$ cat config.mk
export PLATFORM = sky130hd
export DESIGN_NAME = ssd_stage
export DESIGN_NICKNAME = d
export VERILOG_FILES = /design/src/sv/ssd_pkg.sv /design/src/sv/ssd_stage.sv
export SDC_FILE = /design/constraint.sdc
export NUM_CORES = 1
export LEC_CHECK = 0
export BUFFER_PORTS_ARGS = -buffer_cell sky130_fd_sc_hd__buf_2
export CORE_ASPECT_RATIO = 1.75
export CORE_MARGIN = 4
export CORE_UTILIZATION = 30
export DETAILED_ROUTE_END_ITERATION = 8
export HOLD_SLACK_MARGIN = 0.02
export MAX_ROUTING_LAYER = met4
export PLACE_DENSITY = 0.55
export SYNTH_ARGS = -nofsm -noshare
export SYNTH_HDL_FRONTEND = slang
export SYNTH_SLANG_ARGS = --single-unit
$ cat constraint.sdc
create_clock -name clk -period 4.2 [get_ports clk]
set_clock_uncertainty 0.05 [all_clocks]
set_input_delay 0.42 -clock clk [delete_from_list [all_inputs] [get_ports clk]]
set_output_delay 0.42 -clock clk [all_outputs]
set_load 0.01 [all_outputs]
$ cat src/sv/ssd_pkg.sv
// ----------------------------------------------------------------------------
// ssd_pkg
// shared types for the signed shift-subtract divider pipeline
// ----------------------------------------------------------------------------
package ssd_pkg;

  // control bits that travel beside each item through the pipeline
  typedef struct packed {
    logic valid;  // stage holds an item
    logic neg;    // operand signs differ, negate the quotient at the end
    logic sat;    // zero divisor or overflow, force the largest positive value
  } ctl_t;

endpackage

$ cat src/sv/ssd_stage.sv
// ----------------------------------------------------------------------------
// ssd_stage
// one restoring division step: settles one quotient bit, msb first
// ----------------------------------------------------------------------------
module ssd_stage #(
  parameter int WIDTH = 32
) (
  input  logic                clk,
  input  logic                rst_n,
  input  logic                en,
  input  ssd_pkg::ctl_t       ctl_i,
  input  logic [WIDTH-1:0]    num_i,
  input  logic [WIDTH-1:0]    den_i,
  input  logic [WIDTH-1:0]    rem_i,
  input  logic [WIDTH-1:0]    quo_i,
  output ssd_pkg::ctl_t       ctl_o,
  output logic [WIDTH-1:0]    num_o,
  output logic [WIDTH-1:0]    den_o,
  output logic [WIDTH-1:0]    rem_o,
  output logic [WIDTH-1:0]    quo_o
);

  ssd_pkg::ctl_t    ctl_r;
  logic [WIDTH-1:0] num_r;
  logic [WIDTH-1:0] den_r;
  logic [WIDTH-1:0] rem_r;
  logic [WIDTH-1:0] quo_r;

  logic [WIDTH:0]   rem_sh;
  logic [WIDTH:0]   diff;
  logic             q_bit;
  logic [WIDTH-1:0] rem_nxt;

  // bring down the next dividend bit and try the subtraction
  always_comb begin
    rem_sh  = {rem_i, num_i[WIDTH-1]};
    diff    = rem_sh - {1'b0, den_i};
    q_bit   = !diff[WIDTH];
    rem_nxt = q_bit ? diff[WIDTH-1:0] : rem_sh[WIDTH-1:0];
  end

  always_ff @(posedge clk) begin
    if (!rst_n) begin
      ctl_r <= '0;
    end else if (en) begin
      ctl_r <= ctl_i;
    end
  end

  always_ff @(posedge clk) begin
    if (en) begin
      num_r <= {num_i[WIDTH-2:0], 1'b0};
      den_r <= den_i;
      rem_r <= rem_nxt;
      quo_r <= {quo_i[WIDTH-2:0], q_bit};
    end
  end

  assign ctl_o = ctl_r;
  assign num_o = num_r;
  assign den_o = den_r;
  assign rem_o = rem_r;
  assign quo_o = quo_r;

endmodule

# --- Word-level counts from Yosys, hierarchy flattened ---
# Index checks and enable logic that the tools add are counted.
classes:
  n_addsub: 1
  n_mul: 0
  div: 0
  n_lt_le_gt_ge: 0
  n_eq_ne: 0
  shifts: 0
  muxes: 1
  bitwise_logic: 0
  reduce_logical: 1
ops:
  columns: ["operator", "count"]
  rows:
  - ["$sub 33x32->33", 1]
  - ["$mux 32", 1]
  - ["$logic_not 1->1", 1]
totals:
  reg_bits: 130
  latch_bits: 0
  ramBits: 0
  romBits: 0
  in_bits: 134
  out_inout_bits: 131
  memories: 0

# --- Longest topological paths before layout ---
logic_depth:
  ltp_word: 2
  ltp_mapped: 13
  depth_no_buf: 12

# --- Least setup slack after synthesis ---
# No wires, ideal clock.
synth_timing:
  path_kind: "in2reg"
  from: "input den_i[16]"
  to: "register rem_r[10], in the netlist rem_o[10] (data pin)"
  arrival_ns: 2.686
  t_required_ns: 3.890
  setup_slack_ns: 1.204
  path_stages: 12
  cell_sequence: "inv_1 -> ha_1 -> buf_6 -> a21oi_4 -> o211ai_1 -> a221o_1 -> a211o_1 -> o21a_1 -> o211ai_4 -> inv_2 -> buf_6 -> mux2_4"
synth_between:
  elab_chain_cells: 2
synth_rtl:
  columns: ["element", "line_no", "source"]
  rows:
  - ["start: declaration", "ssd_stage.sv:13", "input logic [WIDTH-1:0] den_i,"]
  - ["$sub 33x32->33", "ssd_stage.sv:37", "diff = rem_sh - {1'b0, den_i};"]
  - ["$mux 32", "ssd_stage.sv:39", "rem_nxt = q_bit ? diff[WIDTH-1:0] : rem_sh[WIDTH-1:0];"]
  - ["via rem_nxt[10]", "ssd_stage.sv:32", "logic [WIDTH-1:0] rem_nxt;"]
  - ["end signal: assignment", "ssd_stage.sv:54", "rem_r <= rem_nxt;"]
  - ["end: declaration", "ssd_stage.sv:26", "logic [WIDTH-1:0] rem_r;"]
# The timed path passes the listed nets, and every way through them passes these cells.
# A chain may end at the register's enable or synchronous reset.

# --- Final worst setup path ---
layout_timing:
  from: "input num_i[31]"
  to: "register rem_r[3], in the netlist rem_o[3] (data pin)"
layout_between:
  elab_chain_cells: 2
layout_rtl:
  columns: ["element", "line_no", "source"]
  rows:
  - ["start: declaration", "ssd_stage.sv:12", "input logic [WIDTH-1:0] num_i,"]
  - ["$sub 33x32->33", "ssd_stage.sv:37", null]
  - ["$mux 32", "ssd_stage.sv:39", null]
  - ["via rem_nxt[3]", "ssd_stage.sv:32", null]
# The timed path passes the listed nets, and every way through them passes these cells.

==> results.json <==
{
  "gp_congestion": 0.8669,
  "synth_edf_count": 127,
  "grt.met1_usage_pct": 14.45,
  "drv_cap": 0,
  "die_x_microns": 118.2,
  "intPower_mw": 2.843,
  "clk_pin_slew_ns": 0.06,
  "min_period_over_period_pct": 74.53,
  "drc": 0,
  "status": "completed",
  "seq_area_frac_synth_pct": 60.74,
  "hold_class": "in -> reg",
  "netlist_top_cells_area": "edfxtp_1 60%, ha_1 6.3%, mux2_4 4.2%",
  "grt_max_degree": 71,
  "ctsHoldBuffers": 0,
  "cts_tree": "done",
  "worstPathArrival_ns": 3.24,
  "dpl-instance-area_sq_um": 7958,
  "synthesis.nets": 665,
  "netlist_area_sq_um": 6377,
  "busiest_layer": "met2",
  "p_comb_share_pct": 19.4,
  "wl_per_cell_microns": 17.64,
  "worst_hold_slack_ns": 0.1291,
  "muxShareOfSynthArea_pct": 4.866,
  "cts.sinks": 130,
  "leakagePower_nw": 3.881,
  "drtAntennaViolNets": 0,
  "slew-limit-headroom_pct": 49.01,
  "timing.setup.tns_ns": 0,
  "clock_latency_ns": 0.41,
  "ir_drop_uv": 206.6,
  "path_max_fanout": 13,
  "synthAdderAreaFrac_pct": 6.592,
  "antenna_found_initial": 4,
  "p_sw_mw": 1.009,
  "dr.first_iter.drc_count": 245,
  "gr-usage-all-layers_pct": 15.50,
  "nNetsFinal": 932,
  "startpoint_type": "input pin",
  "seqPwrFrac_pct": 41.8,
  "core_sq_um": 20930,
  "vias_per_cell": 4.715,
  "pwr-share-clk_pct": 38.8,
  "placement_rows": 70,
  "max_freq_mhz": 319.5,
  "wirelength_mm": 18.24,
  "pin_count": 265,
  "grt-ovfl-total": 0,
  "die_area_sq_um": 23750,
  "post_cts_buffers": 0,
  "synth_compound_area_share_pct": 12.26,
  "cp-end-kind": "flip-flop",
  "syn2layout_area_growth_pct": 34.24,
  "synthFlopType": "edfxtp_1",
  "ff2ff_path_depth": 2,
  "worst_slew_pin_slew_ns": 0.7580,
  "yosysWarnings": 0,
  "p_per_area_nw_per_um2": 450.0,
  "synth_largest_area_cell": "edfxtp_1",
  "rsz0062_at_grt": "no",
  "finalInstanceArea_sq_um": 8561,
  "critPathKind": "in -> reg",
  "hpwl_mm": 14.41,
  "grt_pass1_wl_mm": 27.31,
  "synth_top_family_by_area": "compound AO/OA/AOI/OAI gates",
  "period_minus_slack_ns": 3.130,
  "grt_pass1_vias": 5036,
  "synth-simple-area-share_pct": 8.397,
  "critPathRequiredTime_ns": 4.31,
  "start_util_pct": 30.47,
  "async_reset_ff_share_pct": 0,
  "post_cts_resize_count": 0,
  "grtUsageMet3_pct": 4.173,
  "netlist-cell-type-count": 53,
  "p_total_mw": 3.852,
  "cts_buffers": 17,
  "synth-xor-area-share_pct": 3.296,
  "finalMaxSlewViolations": 0,
  "hold_viol_final": 0,
  "die_h_microns": 200.9,
  "swShare_pct": 26.19,
  "cts_root_buffer": "clkbuf_16",
  "synth_top_area_share_pct": 59.80,
  "syn_area_per_cell_sq_um": 12.81,
  "firstDrtPassIters": 4,
  "clk_path_buf_depth": 2,
  "setup_viol": 0,
  "hold_depth": 1,
  "htree_levels": 4,
  "portBuffers": 262,
  "drive_gt1_share_pct": 40.75,
  "vias": 4875,
  "synthCells": 498,
  "met2_usage_pct": 29.06,
  "ys_seq_elements": 130
}
## placed cells by master, fill, tap and decap left out, types with 3 or more instances in the layout
cell type    n
ha_1        32
nand4_1      5
clkinv_2     3
edfxtp_1   127
xor2_1       9
diode_2      4
buf_2      261
inv_1       38
and3_1       6
mux2_4      18
xnor2_1     15
o211ai_1     6
o21a_1       5
a21oi_1     29
nand3_1      9
mux2i_1      4
inv_6        3
nor2b_1      8
o21bai_1     5
a21boi_0     4
buf_4        3
bufinv_16    3
a21o_1      15
o21ai_0     27
clkbuf_16   17
nand2b_1     4
o31ai_1      4
nor2_1      23
nand2_1     47
a211oi_1     4
dfxtp_1      3
nor3_1       3
## synthesized netlist by cell type, types with 5 or more instances
cell type and instances:
nand4_1 5, o211ai_1 6, inv_1 38, mux2_4 18
xor2_1 9, nor2b_1 8, edfxtp_1 127, a21o_1 15
xnor2_1 15, clkbuf_1 13, a21oi_1 29, o21a_1 5
and3_1 6, nand2_1 47, ha_1 32, o21bai_1 5
nand3_1 9, nor2_1 23, o21ai_0 27
## through the flow
stage	util, %	std cells	setup slack (ns)
after CTS	40.85	1030	1.047
final	40.90	1034	1.070
after floorplan	-	498	1.204
after global routing	40.90	1034	0.8701
after global placement	38.02	998	0.6558
after detailed placement	38.02	998	0.6134
## layout make-up
cell class	count	area [sq um]
Tap cell	252	315.3
Antenna cell	4	10.01
Sequential cell	130	3874
Timing Repair Buffer	266	1360
Clock inverter	13	160.2
Multi-Input combinational cell	311	2262
Inverter	39	146.4
Fill cell	2003	12370
Clock buffer	19	432.9
## logic make-up (layout without fill, tap and decap cells)
group           after synthesis  after routing
other cells                   1              5
xor+xnor                     24             24
fa+ha+maj                    33             33
buf+inv                      57            337
simple gates                114            114
flops                       130            130
mux                          22             22
compound gates              117            117
## per-layer routing
metal  vias up  part of all wire [%]
li1       2384                     -
met1      2280                    35
met2       183                    56
met3        28                   5.8
met4         0                   3.3
met5         -                     0
## registers in the layout, indices dropped and copies added, names as in the netlist
name and flops:
num_o 31, den_o 32, quo_o 32, rem_o 32, ctl_o 3
## path summary, 6_finish.rpt
check,from,end,slack [ns]
min,quo_i[2],quo_o[3],0.13
min reg2reg,ctl_o[0],ctl_o[0],0.47
max reg2reg,ctl_o[0],ctl_o[0],3.55
max,num_i[31],rem_o[3],1.07
## power groups by stage
stage / combinational [mW] / clock, mW / sequential (mW)
5_1_grt: 0.818 / 1.60 / 1.62
2_1_floorplan: 0.361 / 0 / 1.71
6_report: 0.747 / 1.50 / 1.61
3_3_place_gp: 0.750 / 0 / 1.63
3_5_place_dp: 0.756 / 0 / 1.64
4_1_cts: 0.758 / 1.54 / 1.61
## worst max-delay path, stage by stage
cell and delay [ns]:
buf_2 0.09, inv_1 0.04, ha_1 0.21, fa_1 0.40, nand2b_1 0.18, a21oi_1 0.28
o211ai_1 0.20, a21oi_1 0.27, o21a_1 0.24, o211ai_4 0.10, inv_2 0.25, buf_12 0.23
mux2_4 0.31
(Power assumes the default switching activity.)
